### config.mk
export PLATFORM = sky130hd
export DESIGN_NAME = can_lin_frame_encoder_top
export DESIGN_NICKNAME = d
export VERILOG_FILES = /design/src/hdl/clfe_pkg.sv /design/src/hdl/clfe_fold.sv /design/src/hdl/clfe_seq.sv /design/src/hdl/can_lin_frame_encoder_top.sv
export SDC_FILE = /design/constraint.sdc
export NUM_CORES = 1
export LEC_CHECK = 0
export ABC_CLOCK_PERIOD_IN_PS = 2800
export BUFFER_PORTS_ARGS = -buffer_cell sky130_fd_sc_hd__buf_2
export CORE_ASPECT_RATIO = 2
export CORE_MARGIN = 2
export CORE_UTILIZATION = 45
export CTS_CLUSTER_SIZE = 14
export DETAILED_ROUTE_END_ITERATION = 16
export GPL_ROUTABILITY_DRIVEN = 0
export MAX_ROUTING_LAYER = met4
export PLACE_DENSITY = 0.75
export RECOVER_POWER = 100
export SETUP_SLACK_MARGIN = 0.02
export SYNTH_ARGS = -nofsm -noshare
export SYNTH_HDL_FRONTEND = slang
export SYNTH_HIERARCHICAL = 1
export SYNTH_SLANG_ARGS = --single-unit
### constraint.sdc
create_clock -name i_clk -period 2.8 [get_ports i_clk]
set_input_delay 0.28 -clock i_clk [delete_from_list [all_inputs] [get_ports i_clk]]
set_output_delay 0.28 -clock i_clk [all_outputs]
set_load 0.01 [all_outputs]
### src/hdl/clfe_pkg.sv
// Package for the CAN/LIN frame encoder: record byte constants, register
// map and the control struct between sequencer and checksum unit.
// No dependencies.
`default_nettype none

package clfe_pkg;

    // Record bytes
    localparam logic [7:0] PROTO_CAN_A = 8'h50;
    localparam logic [7:0] PROTO_CAN_B = 8'h58;
    localparam logic [7:0] PROTO_LIN   = 8'hB8;
    localparam logic [7:0] ESC_BYTE    = 8'hFF;
    localparam logic [7:0] DONE_CODE   = 8'h10;
    localparam logic [7:0] END_LOW     = 8'h00;
    localparam logic [7:0] EXT_FLAG    = 8'h80;

    // Header holds up to five bytes, byte 0 in the low bits
    localparam int unsigned HDR_BYTES = 5;
    localparam logic [2:0]  HDR_CNT_EXT = 3'd5;
    localparam logic [2:0]  HDR_CNT_STD = 3'd3;
    localparam logic [2:0]  HDR_CNT_LIN = 3'd2;

    // Register map
    localparam int unsigned ADDR_W      = 3;
    localparam logic [ADDR_W-1:0] REG_CC_ADDR = 3'd0;

    // Control request to the checksum fold unit
    typedef struct packed {
        logic       clear;
        logic       add;
        logic [7:0] data;
    } t_fold_ctl;

endpackage

`default_nettype wire

### src/hdl/clfe_fold.sv
// Checksum fold unit: end-around-carry byte accumulator shared by every
// data and escape byte of a record. Depends on clfe_pkg.
`default_nettype none

module clfe_fold (
    input  wire                  i_clk,
    input  wire                  i_rst_n,
    input  clfe_pkg::t_fold_ctl  i_ctl,
    output logic [7:0]           o_sum
);

    logic [7:0] r_sum;
    logic [7:0] n_sum;
    logic [8:0] w_raw;

    // Add the byte, then fold the carry back in; sum of two bytes cannot carry twice
    always_comb begin
        w_raw = {1'b0, r_sum} + {1'b0, i_ctl.data};
        n_sum = r_sum;
        if (i_ctl.clear) begin
            n_sum = 8'h00;
        end else if (i_ctl.add) begin
            n_sum = w_raw[7:0] + {7'd0, w_raw[8]};
        end
    end

    always_ff @(posedge i_clk) begin
        if (!i_rst_n) begin
            r_sum <= 8'h00;
        end else begin
            r_sum <= n_sum;
        end
    end

    assign o_sum = r_sum;

endmodule

`default_nettype wire

### src/hdl/clfe_seq.sv
// Record sequencer: walks header, data (with 0xFF doubling), checksum (LIN only),
// complete code (when enabled) and end marker, one byte per cycle. Depends on clfe_pkg.
`default_nettype none

module clfe_seq #(
    parameter int unsigned MAX_PAYLOAD = 8
) (
    input  wire                  i_clk,
    input  wire                  i_rst_n,
    input  wire                  i_start,
    input  wire  [1:0]           i_bus_select,
    input  wire                  i_is_extended,
    input  wire  [28:0]          i_frame_id,
    input  wire  [3:0]           i_byte_count,
    input  wire  [63:0]          i_payload,
    input  wire                  i_append_cc,
    input  wire  [7:0]           i_sum,
    output clfe_pkg::t_fold_ctl  o_fold,
    output logic                 o_busy,
    output logic                 o_strobe,
    output logic [7:0]           o_out_byte,
    output logic                 o_last_byte
);

    localparam int unsigned PW = 8 * MAX_PAYLOAD;
    localparam int unsigned LW = $clog2(MAX_PAYLOAD + 1);

    typedef enum logic [2:0] {
        ST_IDLE,
        ST_HDR,
        ST_DATA,
        ST_ESC,
        ST_CSUM,
        ST_CODE,
        ST_ENDF,
        ST_END0
    } t_state;

    t_state                          r_state, n_state;
    logic [8*clfe_pkg::HDR_BYTES-1:0] r_hdr, n_hdr;
    logic [2:0]                      r_hdr_cnt, n_hdr_cnt;
    logic [PW-1:0]                   r_payload, n_payload;
    logic [LW-1:0]                   r_left, n_left;
    logic                            r_lin, n_lin;
    logic                            r_strobe, n_strobe;
    logic [7:0]                      r_byte, n_byte;
    logic                            r_last, n_last;
    t_state                          w_after;
    logic [7:0]                      w_proto;

    // State that follows the last data byte
    always_comb begin
        if (r_lin) begin
            w_after = ST_CSUM;
        end else if (i_append_cc) begin
            w_after = ST_CODE;
        end else begin
            w_after = ST_ENDF;
        end
    end

    assign w_proto = i_bus_select[0] ? clfe_pkg::PROTO_CAN_B : clfe_pkg::PROTO_CAN_A;

    // Next-state and output byte selection
    always_comb begin
        n_state   = r_state;
        n_hdr     = r_hdr;
        n_hdr_cnt = r_hdr_cnt;
        n_payload = r_payload;
        n_left    = r_left;
        n_lin     = r_lin;
        n_strobe  = 1'b0;
        n_byte    = r_byte;
        n_last    = 1'b0;
        o_fold    = '0;

        case (r_state)
            ST_IDLE: begin
                if (i_start) begin
                    n_lin      = i_bus_select[1];
                    n_payload  = i_payload[PW-1:0];
                    o_fold.clear = 1'b1;
                    if (i_byte_count > 4'(MAX_PAYLOAD)) begin
                        n_left = LW'(MAX_PAYLOAD);
                    end else begin
                        n_left = LW'(i_byte_count);
                    end
                    if (i_bus_select[1]) begin
                        n_hdr     = {24'd0, i_frame_id[7:0], clfe_pkg::PROTO_LIN};
                        n_hdr_cnt = clfe_pkg::HDR_CNT_LIN;
                    end else if (i_is_extended) begin
                        n_hdr     = {i_frame_id[7:0], i_frame_id[15:8], i_frame_id[23:16],
                                     clfe_pkg::EXT_FLAG | {3'd0, i_frame_id[28:24]},
                                     w_proto};
                        n_hdr_cnt = clfe_pkg::HDR_CNT_EXT;
                    end else begin
                        n_hdr     = {16'd0, i_frame_id[7:0], {5'd0, i_frame_id[10:8]},
                                     w_proto};
                        n_hdr_cnt = clfe_pkg::HDR_CNT_STD;
                    end
                    n_state = ST_HDR;
                end
            end
            ST_HDR: begin
                n_strobe  = 1'b1;
                n_byte    = r_hdr[7:0];
                n_hdr     = r_hdr >> 8;
                n_hdr_cnt = r_hdr_cnt - 3'd1;
                if (r_hdr_cnt == 3'd1) begin
                    n_state = (r_left != '0) ? ST_DATA : w_after;
                end
            end
            ST_DATA: begin
                n_strobe    = 1'b1;
                n_byte      = r_payload[7:0];
                o_fold.add  = 1'b1;
                o_fold.data = r_payload[7:0];
                n_payload   = r_payload >> 8;
                n_left      = r_left - LW'(1);
                if (r_payload[7:0] == clfe_pkg::ESC_BYTE) begin
                    n_state = ST_ESC;
                end else if (r_left == LW'(1)) begin
                    n_state = w_after;
                end
            end
            ST_ESC: begin
                n_strobe    = 1'b1;
                n_byte      = clfe_pkg::ESC_BYTE;
                o_fold.add  = 1'b1;
                o_fold.data = clfe_pkg::ESC_BYTE;
                n_state     = (r_left == '0) ? w_after : ST_DATA;
            end
            ST_CSUM: begin
                n_strobe = 1'b1;
                n_byte   = ~i_sum;
                n_state  = i_append_cc ? ST_CODE : ST_ENDF;
            end
            ST_CODE: begin
                n_strobe = 1'b1;
                n_byte   = clfe_pkg::DONE_CODE;
                n_state  = ST_ENDF;
            end
            ST_ENDF: begin
                n_strobe = 1'b1;
                n_byte   = clfe_pkg::ESC_BYTE;
                n_state  = ST_END0;
            end
            ST_END0: begin
                n_strobe = 1'b1;
                n_byte   = clfe_pkg::END_LOW;
                n_last   = 1'b1;
                n_state  = ST_IDLE;
            end
            default: begin
                n_state = ST_IDLE;
            end
        endcase
    end

    // State and registered outputs
    always_ff @(posedge i_clk) begin
        if (!i_rst_n) begin
            r_state  <= ST_IDLE;
            r_strobe <= 1'b0;
            r_last   <= 1'b0;
        end else begin
            r_state  <= n_state;
            r_strobe <= n_strobe;
            r_last   <= n_last;
        end
        r_hdr     <= n_hdr;
        r_hdr_cnt <= n_hdr_cnt;
        r_payload <= n_payload;
        r_left    <= n_left;
        r_lin     <= n_lin;
        r_byte    <= n_byte;
    end

    assign o_busy      = (r_state != ST_IDLE);
    assign o_strobe    = r_strobe;
    assign o_out_byte  = r_byte;
    assign o_last_byte = r_last;

endmodule

`default_nettype wire

### src/hdl/can_lin_frame_encoder_top.sv
// CAN/LIN frame encoder: one record byte per cycle from the sequencer FSM.
//   An accepted request enters ST_HDR; the first byte then shows with o_strobe.
//   Records run 5 to 24 bytes (header, doubled 0xFF data, checksum, code, FF 00).
//   Busy drops while the final 0x00 is shown, so a new request can be accepted
//   as the record ends. Synchronous active-low reset clears the sequencer state,
//   the checksum and the register; results cannot be stalled.
`default_nettype none

module can_lin_frame_encoder_top #(
    parameter int unsigned MAX_PAYLOAD = 8
) (
    input  wire                           i_clk,
    input  wire                           i_rst_n,
    // APB configuration
    input  wire                           psel,
    input  wire                           penable,
    input  wire                           pwrite,
    input  wire  [clfe_pkg::ADDR_W-1:0]   paddr,
    input  wire  [31:0]                   pwdata,
    output logic [31:0]                   prdata,
    output logic                          pready,
    // Frame request
    input  wire                           start,
    output logic                          busy,
    input  wire  [1:0]                    i_bus_select,
    input  wire                           i_is_extended,
    input  wire  [28:0]                   i_frame_id,
    input  wire  [3:0]                    i_byte_count,
    input  wire  [63:0]                   i_payload,
    // Record bytes
    output logic                          o_strobe,
    output logic [7:0]                    o_out_byte,
    output logic                          o_last_byte
);

    logic                r_append_cc;
    logic                w_busy;
    logic [7:0]          w_sum;
    clfe_pkg::t_fold_ctl w_fold;

    // Configuration register
    always_ff @(posedge i_clk) begin
        if (!i_rst_n) begin
            r_append_cc <= 1'b0;
        end else if (psel && penable && pwrite && (paddr == clfe_pkg::REG_CC_ADDR)) begin
            r_append_cc <= pwdata[0];
        end
    end

    assign pready = 1'b1;
    assign prdata = (paddr == clfe_pkg::REG_CC_ADDR) ? {31'd0, r_append_cc} : 32'd0;

    clfe_seq #(
        .MAX_PAYLOAD (MAX_PAYLOAD)
    ) u_seq (
        .i_clk         (i_clk),
        .i_rst_n       (i_rst_n),
        .i_start       (start),
        .i_bus_select  (i_bus_select),
        .i_is_extended (i_is_extended),
        .i_frame_id    (i_frame_id),
        .i_byte_count  (i_byte_count),
        .i_payload     (i_payload),
        .i_append_cc   (r_append_cc),
        .i_sum         (w_sum),
        .o_fold        (w_fold),
        .o_busy        (w_busy),
        .o_strobe      (o_strobe),
        .o_out_byte    (o_out_byte),
        .o_last_byte   (o_last_byte)
    );

    clfe_fold u_fold (
        .i_clk   (i_clk),
        .i_rst_n (i_rst_n),
        .i_ctl   (w_fold),
        .o_sum   (w_sum)
    );

    assign busy = w_busy;

endmodule

`default_nettype wire

## Word-level counts from Yosys, hierarchy flattened

Cells that the tools add are included.
Widths: inputs -> output; s select.

| word-level totals | value |
|---|---|
| flip-flop bits (word level) | 134 |
| latch bits | 0 |
| RAM bits | 0 |
| ROM bits | 0 |
| output and inout port bits | 44 |
| logic and storage cells | 79 |
| memories | 0 |

| cells by class | value |
|---|---|
| $add $sub $neg | 4 |
| $mul | 0 |
| div/mod/pow operators | 0 |
| $lt $le $gt $ge | 1 |
| equal/unequal tests | 13 |
| shift-type cells | 0 |
| multiplexer cells | 30 |
| bitwise gates (word level) | 2 |
| reduce and logical (&&, ||, !) cells | 18 |

Operators by type and width:

| kind | number |
|---|---|
| $pmux 64 s2 | 1 |
| $mux 40 | 3 |
| $pmux 40 s2 | 1 |
| $mux 64 | 1 |
| $pmux 8 s6 | 1 |
| $mux 3 | 9 |
| $pmux 3 s8 | 1 |
| $pmux 9 s2 | 1 |
| $eq 3x3->1 const B | 4 |
| $mux 4 | 3 |
| $add 8x8->9 | 1 |
| $add 8x1->8 | 1 |
| $eq 8x8->1 const B | 1 |
| $not 8->8 | 1 |
| $pmux 4 s2 | 1 |
| $reduce_or 7->1 | 1 |
| $eq 3x1->1 const B | 2 |
| $eq 3x2->1 const B | 2 |
| $logic_not 3->1 | 2 |
| $pmux 3 s2 | 1 |
| $reduce_and 2->1 | 3 |
| $reduce_bool 6->1 | 1 |
| $mux 1 | 5 |
| $eq 4x1->1 const B | 1 |
| other kinds (15) | 20 |

## Logic depth before layout (Yosys ltp)

Gate-level depths: netlist (run 1).

| logic depth | value |
|---|---|
| depth in word-level cells | 5 |
| depth in mapped cells | 15 |

## Hierarchy

Netlist (run 1), hierarchy kept.

Modules (own cells, without submodules):

| module | instances | cells an instance | area an instance (µm²) | sequential area each (µm²) |
|---|---|---|---|---|
| clfe_seq | 1 | 545 | 5,728.0 | 3,703.6 |
| clfe_fold | 1 | 88 | 804.5 | 160.2 |
| can_lin_frame_encoder_top | 1 | 41 | 309.0 | 20.0 |

## Worst setup path before layout (run 1)

OpenSTA, ideal clock, no wires.

| timing path | value |
|---|---|
| path type | register to register |
| from | register u_seq.r_state[2] |
| to | register u_seq.r_left[0] (enable) |
| setup time | 428 ps |
| data arrival time | 2,514 ps |
| data required time | 2,372 ps |
| slack | -141 ps |
| cell stages (with the launch flop) | 8 |
| buffers on the path | 2 |
| period minus slack after synthesis | 2,941 ps |
| cells stage by stage | dfxtp_1 > inv_1 > nand2_2 > inv_1 > nand2b_1 > buf_2 > buf_2 > nand2_1 |

| on the way | value |
|---|---|
| longest elaborated chain between the ends | 3 |

RTL lines:

| what | RTL line | RTL |
|---|---|---|
| start, declared | clfe_seq.sv:39 | `t_state r_state, n_state;` |
| start signal, assigned | clfe_seq.sv:167 | `r_state <= n_state;` |
| $eq 3x2->1 / $logic_not 3->1 (equally long branches) | clfe_seq.sv:77 | `case (r_state)` |
| $reduce_bool 2->1 (no source line) / $ne 2x2->1 (equally long branches) | -- |  |
| $reduce_and 2->1 (no source line) * | -- |  |
| end signal, assigned | clfe_seq.sv:174 | `r_left <= n_left;` |
| end, declared | clfe_seq.sv:43 | `logic [LW-1:0] r_left, n_left;` |

Mark *: on every way between the ends. The rest lies on a longest branch, timed or not.
A chain may end at the register's enable or synchronous reset.

==> results_dict.tcl, run 1 <==
set metrics [dict create \
    crit_arrival_ns 3.03 \
    cts-root-buf "clkbuf_16" \
    grt_max_degree 63 \
    hp-class "in2reg" \
    fin_nets 967 \
    dr.pass1.iters 5 \
    drv_slew 0 \
    yosysSeqAreaShare 0.568 \
    die_y_um 178 \
    die-area_um2 16300 \
    drtIter0Drc 283 \
    avgSynthCellArea_um2 10.2 \
    peakVddDrop_mv 0.408 \
    holdWs_ns 0.107 \
    cp-start-kind "flop" \
    clockBufferDepth 2 \
    worst_pin_slew_ns 1.02 \
    total_leakage_power_nw 3.55 \
    synthXorXnorAreaFrac 0.0165 \
    synth_area_leaders "edfxtp_1, nand2_1, dfxtp_1" \
    synth-compound-area-share 0.0922 \
    max_stage_delay_ns 0.46 \
    critPathBufInv 0 \
    holdBufCountCts 0 \
    area_growth_pct 21.6 \
    start_util 0.462 \
    ys.flop_type "edfxtp_1" \
    fin_area_um2 8320 \
    finalClockSkew_ns 0.00876 \
    antenna_found_initial 3 \
    grt_first_pass_wirelength_um 24400 \
    place_area_um2 7700 \
    grtUsageTotal 0.202 \
    dieWidth_um 91.2 \
    rows 63 \
    synth-async-reset-ratio 0 \
    cts_tree "yes" \
    synth.cells.most_frequent "nand2_1, edfxtp_1, nor2_1" \
    hpwl_um 11200 \
    drive_gt1_frac 0.254 \
    min_period_ns 2.71 \
    synthAdderAreaFrac 0.0285 \
    cts.reportedPaths.clkPinSlew_ns 0.06 \
    design.core.area_um2 14800 \
    detail_route.wl_per_cell_um 15.5 \
    drtAntennaViolNets 0 \
    cp-end-kind "flop" \
    yosysTopAreaCell "edfxtp_1" \
    num-fill-cells 1369 \
    crit_slowest_cell "edfxtp_1" \
    cp_common_cell "and3_4" \
    min_period_over_period 0.969 \
    synth_edf_count 120 \
    drc_errors 0 \
    status "complete, no violations" \
    ys_types 60 \
    cpLargestDelayFamily "simple AND/OR/NAND/NOR gates" \
    p_total_mw 5.21 \
    yosys.area_share.simple 0.208 \
    final_core_util 0.561 \
    worstSkewPairLatency_ns 0.41 \
    rsz0062_at_grt "true" \
    syn_area_um2 6840 \
    synthDominantCellAreaShare 0.527 \
    yosys_warnings 6 \
    wirelength_um 15800 \
    grt_pass1_vias 5142 \
    max_cap_viol_count 0 \
    cts_htree_levels 4 \
    synth_seq_cells 134 \
    setup_viol 0 \
    vias_per_cell 5.09 \
    numPortBuffers 121 \
    syn_inst 674 \
    yosys.cell_count.top_type "nand2_1" \
    finalHoldViolCount 0 \
    cp_data_required_time_ns 3.12 \
    fmax_ghz 0.369 \
    cts_inserted_buffers 17 \
    synth_top_family_by_area "simple AND/OR/NAND/NOR gates" \
    io_pins 185 \
    cp_max_fo 3 \
    synthMuxAreaShare 0.0219 \
    crit_type "reg2reg" \
    cts_sinks 134 \
    power_density_nw_per_um2 627 \
    path_cells "nor2_4 > nor2_2 > ha_1 > and3_4 > o31ai_4 > a21oi_2 > o21ai_1 > nand2b_1 > ha_2 > and3_4 > nand3_4 > o32a_1 > nor4_1" \
    grt_overflow 0 \
    relSlewSlack 0.320 \
    via_count 5199 \
]
-- placed cells by master (no fill, tap or decap), drive strengths merged, types with 9 or more instances in the layout --
cell type / netlist / final
nor3: 9 / 9
nand2: 219 / 219
inv: 11 / 19
buf: 57 / 129
dfxtp: 14 / 14
edfxtp: 120 / 120
mux2i: 15 / 15
ha: 14 / 14
conb: 2 / 32
nor2: 42 / 42
clkbuf: 9 / 42
a21oi: 18 / 18
and3: 14 / 14
nor2b: 10 / 10
o21ai: 31 / 31
o31ai: 10 / 10
-- worst paths after layout --
path / start / end / slack [ns] / depth (start not counted)
worst min-delay path: pwdata[0] / r_append_cc / 0.11 / 3
worst min register to register: u_seq/r_payload[44] / u_seq/r_payload[36] / 0.51 / 2
worst max-delay path: u_seq/r_payload[3] / u_fold/o_sum[7] / 0.09 / 13
worst max register to register: u_seq/r_payload[3] / u_fold/o_sum[7] / 0.09 / 13
-- worst min-delay path: cells and delay by family --
| kind | cells | cell delay, ns |
|---|---|---|
| AND/OR/NAND/NOR | 1 | 0.04 |
| buffers and inverters | 1 | 0.09 |
| multiplexers | 1 | 0.05 |
-- cell families (layout without fill, tap and decap cells) --
group                    count (synthesis)  count (layout)
AO/OA/AOI/OAI                           94              94
XOR/XNOR                                12              12
adder cells (fa/ha/maj)                 15              15
buffers and inverters                   78             198
flip-flops                             134             134
multiplexers                            15              15
other                                    2              35
AND/OR/NAND/NOR                        324             324
-- layout make-up --
| type | instances | area (um2) | area share |
|---|---|---|---|
| repair buffers | 154 | 818 | 0.0984 |
| multi-input cells | 492 | 2750 | 0.331 |
| diodes | 3 | 7.51 | 0.000902 |
| flip-flops and latches | 134 | 3880 | 0.467 |
| clock inverters | 15 | 143 | 0.0171 |
| clock buffers | 17 | 425 | 0.0511 |
| inverters | 12 | 45.0 | 0.00541 |
| well taps | 195 | 244 | 0.0293 |
-- timing repair --
item / 4_1_cts / 5_1_grt
pin swaps: 2 / 13
endpoints found under the hold margin: 0 / 0
buffers inserted: 0 / 5
resized for setup: 2 / 23
endpoints found under the setup margin: 3 / 7
cloned: 0 / 0
-- sequential cells by signal, summed over array words and instances (netlist names) --
| register | cells |
|---|---|
| u_seq/r_lin | 1 |
| u_seq/o_last_byte | 1 |
| u_seq/o_strobe | 1 |
| u_seq/r_left | 4 |
| r_append_cc | 1 |
| u_seq/r_state | 3 |
| u_seq/r_payload | 64 |
| u_fold/o_sum | 8 |
| u_seq/o_out_byte | 8 |
| u_seq/r_hdr | 40 |
| u_seq/r_hdr_cnt | 3 |
-- through the flow --
step                      setup WS [ns]  cells  setup TNS, ns
after floorplan                  0.0242    704              0
after global placement           0.0345    982              0
after detailed placement        -0.0399    982        -0.0561
after CTS                       0.00310   1014              0
after global routing            -0.0147   1022        -0.0147
final                            0.0882   1022              0
-- where the power goes --
part           leakage (nW)  total, mW  switching [mW]  internal, mW
registers              1.29       2.52          0.0671          2.45
clock network         0.275       2.13           0.955          1.18
logic                  1.99      0.564           0.359         0.205
total                  3.55       5.21            1.38          3.83
-- metal layers --
layer,share of wire,GRT usage
met1,0.35,0.193
met2,0.54,0.360
met3,0.040,0.0338
met4,0.067,0.152
met5,0,-
(Power assumes the default switching activity.)
==> inputs of run 2 (changes only) <==
--- a/config.mk
+++ b/config.mk
@@ -5,6 +5,7 @@
 export SDC_FILE = /design/constraint.sdc
 export NUM_CORES = 1
 export LEC_CHECK = 0
+export ABC_AREA = 1
 export ABC_CLOCK_PERIOD_IN_PS = 2800
 export BUFFER_PORTS_ARGS = -buffer_cell sky130_fd_sc_hd__buf_2
 export CORE_ASPECT_RATIO = 2
==> run 2 against run 1 <==
Against the previous run:
- register-to-register slack worse by 0.03 ns
- critical path depth increased by 8
- core utilization barely moved
- cell area grew 2.7%
==> results_dict.tcl, run 2 <==
set metrics [dict create \
    status "complete, no violations" \
    grt_pass1_vias 5268 \
    wirelength_um 15500 \
    die-area_um2 16600 \
    cp-end-kind "flop" \
    setup_ws_ns 0.0618 \
    holdBufCountCts 0 \
    cp_max_fo 6 \
    finalClockSkew_ns 0.00608 \
    dieWidth_um 92.0 \
    syn_inst 773 \
    numPortBuffers 121 \
    cts_sinks 134 \
    holdPathEnd "u_seq/r_payload[63]" \
    crit_type "reg2reg" \
    ys.flop_type "edfxtp_1" \
    setup_viol 0 \
    grt_overflow 0 \
    rsz0062_at_grt "true" \
    final_cell_mix "nand2_1, edfxtp_1, buf_2" \
    area_growth_pct 22.5 \
    grt_max_degree 69 \
    grtUsageTotal 0.198 \
    cts_tree "yes" \
    preCtsSetupSlack_ns -0.0597 \
    yosys_warnings 6 \
    cts.reportedPaths.clkPinSlew_ns 0.06 \
    drtAntennaViolNets 0 \
    min_period_ns 2.74 \
    clockBufferDepth 2 \
    via_count 5411 \
    whs_path_depth 3 \
    power.internal_mw 5.79 \
    io_pins 185 \
    yosysTopAreaCell "edfxtp_1" \
    avgSynthCellArea_um2 9.02 \
    syn_area_um2 6980 \
    grt_first_pass_wirelength_um 24500 \
    cp_data_required_time_ns 3.12 \
    worst_pin_slew_ns 0.861 \
    crit_slowest_cell "dfxtp_2" \
    cts-root-buf "clkbuf_16" \
    antenna_found_initial 2 \
    cp-start-kind "flop" \
    synthDominantCellAreaShare 0.517 \
    rows 64 \
    hpwl_um 11300 \
    layout.cells.most_common "nand2_1" \
    relSlewSlack 0.424 \
    yosys.cell_count.top_type "nand2_1" \
    critPathBufInv 4 \
    synth_area_leaders "edfxtp_1, nand2_1, inv_1" \
    worstHoldStart "i_payload[63]" \
    setup_tns_ns 0 \
    detail_route.wl_per_cell_um 13.7 \
    fin_nets 1077 \
    start_util 0.458 \
    ys_types 37 \
    rrSetupSlack_ns 0.06 \
    top_register "u_seq/r_payload" \
    min_period_over_period 0.978 \
    crit_arrival_ns 3.05 \
    power_density_nw_per_um2 1050 \
    drv_slew 0 \
    synth_edf_count 120 \
    drive_gt1_frac 0.260 \
    cts_inserted_buffers 17 \
    max_stage_delay_ns 0.39 \
    swShare 0.356 \
    p_total_mw 8.98 \
    max_cap_viol_count 0 \
    drtIter0Drc 296 \
    p_clk_frac 0.231 \
    final_core_util 0.562 \
    finalHoldViolCount 0 \
    cts_htree_levels 4 \
    total_leakage_power_nw 4.06 \
    vias_per_cell 4.77 \
    synth.cells.most_frequent "nand2_1, edfxtp_1, inv_1" \
    dr.pass1.iters 5 \
    peakVddDrop_mv 0.679 \
    r2r_end "u_fold/o_sum[6]" \
    yosysSeqAreaShare 0.557 \
    num-fill-cells 1401 \
    fmax_ghz 0.365 \
    largest_register_ffs 64 \
    seqPwrFrac 0.429 \
    r2r.worst_path.cells 21 \
    top_regs "u_seq/r_payload (64), u_seq/r_hdr (40)" \
    cpLargestDelayFamily "simple AND/OR/NAND/NOR gates" \
    drc_errors 0 \
    synth_seq_cells 134 \
    hp-class "in2reg" \
    path_cells "nand2_4 > buf_4 > nor2_1 > ha_2 > nand2_1 > inv_1 > nand3_2 > nand2_2 > a21oi_2 > o21bai_1 > ha_2 > ha_4 > inv_2 > nor2_4 > nand2_2 > nor2_4 > nand2_2 > nand2_1 > nand2_1 > o21ai_1 > inv_1" \
    synth-async-reset-ratio 0 \
    design.core.area_um2 15200 \
    die_y_um 180 \
    worstSkewPairLatency_ns 0.42 \
    r2r_start "u_seq/r_state[1]" \
    power.switching_mw 3.19 \
    combPwrFrac 0.340 \
]
run 2: worst max-delay path by stage:
stage / start / endpoint / slack, ns / cells after the start
final: u_seq/r_state[1] / u_fold/o_sum[6] / 0.06 / 21
after detailed placement: u_seq/r_state[0] / u_fold/o_sum[4] / -0.06 / 21
after global routing: u_seq/r_state[2] / u_fold/o_sum[6] / -0.15 / 22
after CTS: u_seq/r_state[2] / u_fold/o_sum[6] / 0.03 / 24
after global placement: u_seq/r_state[0] / u_fold/o_sum[4] / 0.001 / 21
after floorplan: u_seq/r_state[2] / u_fold/o_sum[6] / -0.08 / 26
run 2: cell families after synthesis:
group,after synthesis,share of synthesized area
compound gates,71,0.0621
xor+xnor,3,0.00377
fa+ha+maj,15,0.0280
buf+inv,144,0.102
flops,134,0.557
mux,3,0.00431
other cells,2,0.00108
simple gates,401,0.242
run 2: what timing repair did:
item	in CTS	in global routing
resized for setup	4	10
setup buffers	3	0
pin swaps	4	10
setup endpoints to repair	3	6
run 2: worst min-delay path, cell delays in order:
cell and delay, ns:
buf_2 0.07, nand2_1 0.04, inv_1 0.04
run 2: power groups by stage:
stage / sequential (mW) / combinational, mW / clock (mW)
after floorplan: 3.82 / 2.05 / 0
after global placement: 3.86 / 2.93 / 0
after detailed placement: 3.88 / 2.99 / 0
after CTS: 3.85 / 3.05 / 2.12
after global routing: 3.94 / 3.45 / 2.19
final: 3.86 / 3.05 / 2.07
run 2: cell type report:
class                   instances  area (um2)  share of cell area
repair buffers                156         907               0.106
well taps                     198         248              0.0290
flip-flops and latches        134        3890               0.455
inverters                      87         329              0.0385
diodes                          2        5.00            0.000586
clock buffers                  18         429              0.0502
multi-input cells             525        2610               0.305
clock inverters                14         129              0.0151
run 2: per-layer routing:
layer / global-route usage / share of wire / vias up
li1: - / - / 2739
met1: 0.187 / 0.34 / 2466
met2: 0.354 / 0.57 / 152
met3: 0.0435 / 0.041 / 54
met4: 0.129 / 0.051 / 0
met5: - / 0 / -
run 2: through the flow:
step	area, um2	hold WS, ns	cells
after floorplan	7150	0.379	803
after global placement	7890	0.495	1097
after detailed placement	7890	0.500	1097
after CTS	8490	0.0923	1132
after global routing	8540	0.101	1134
final	8540	0.114	1134
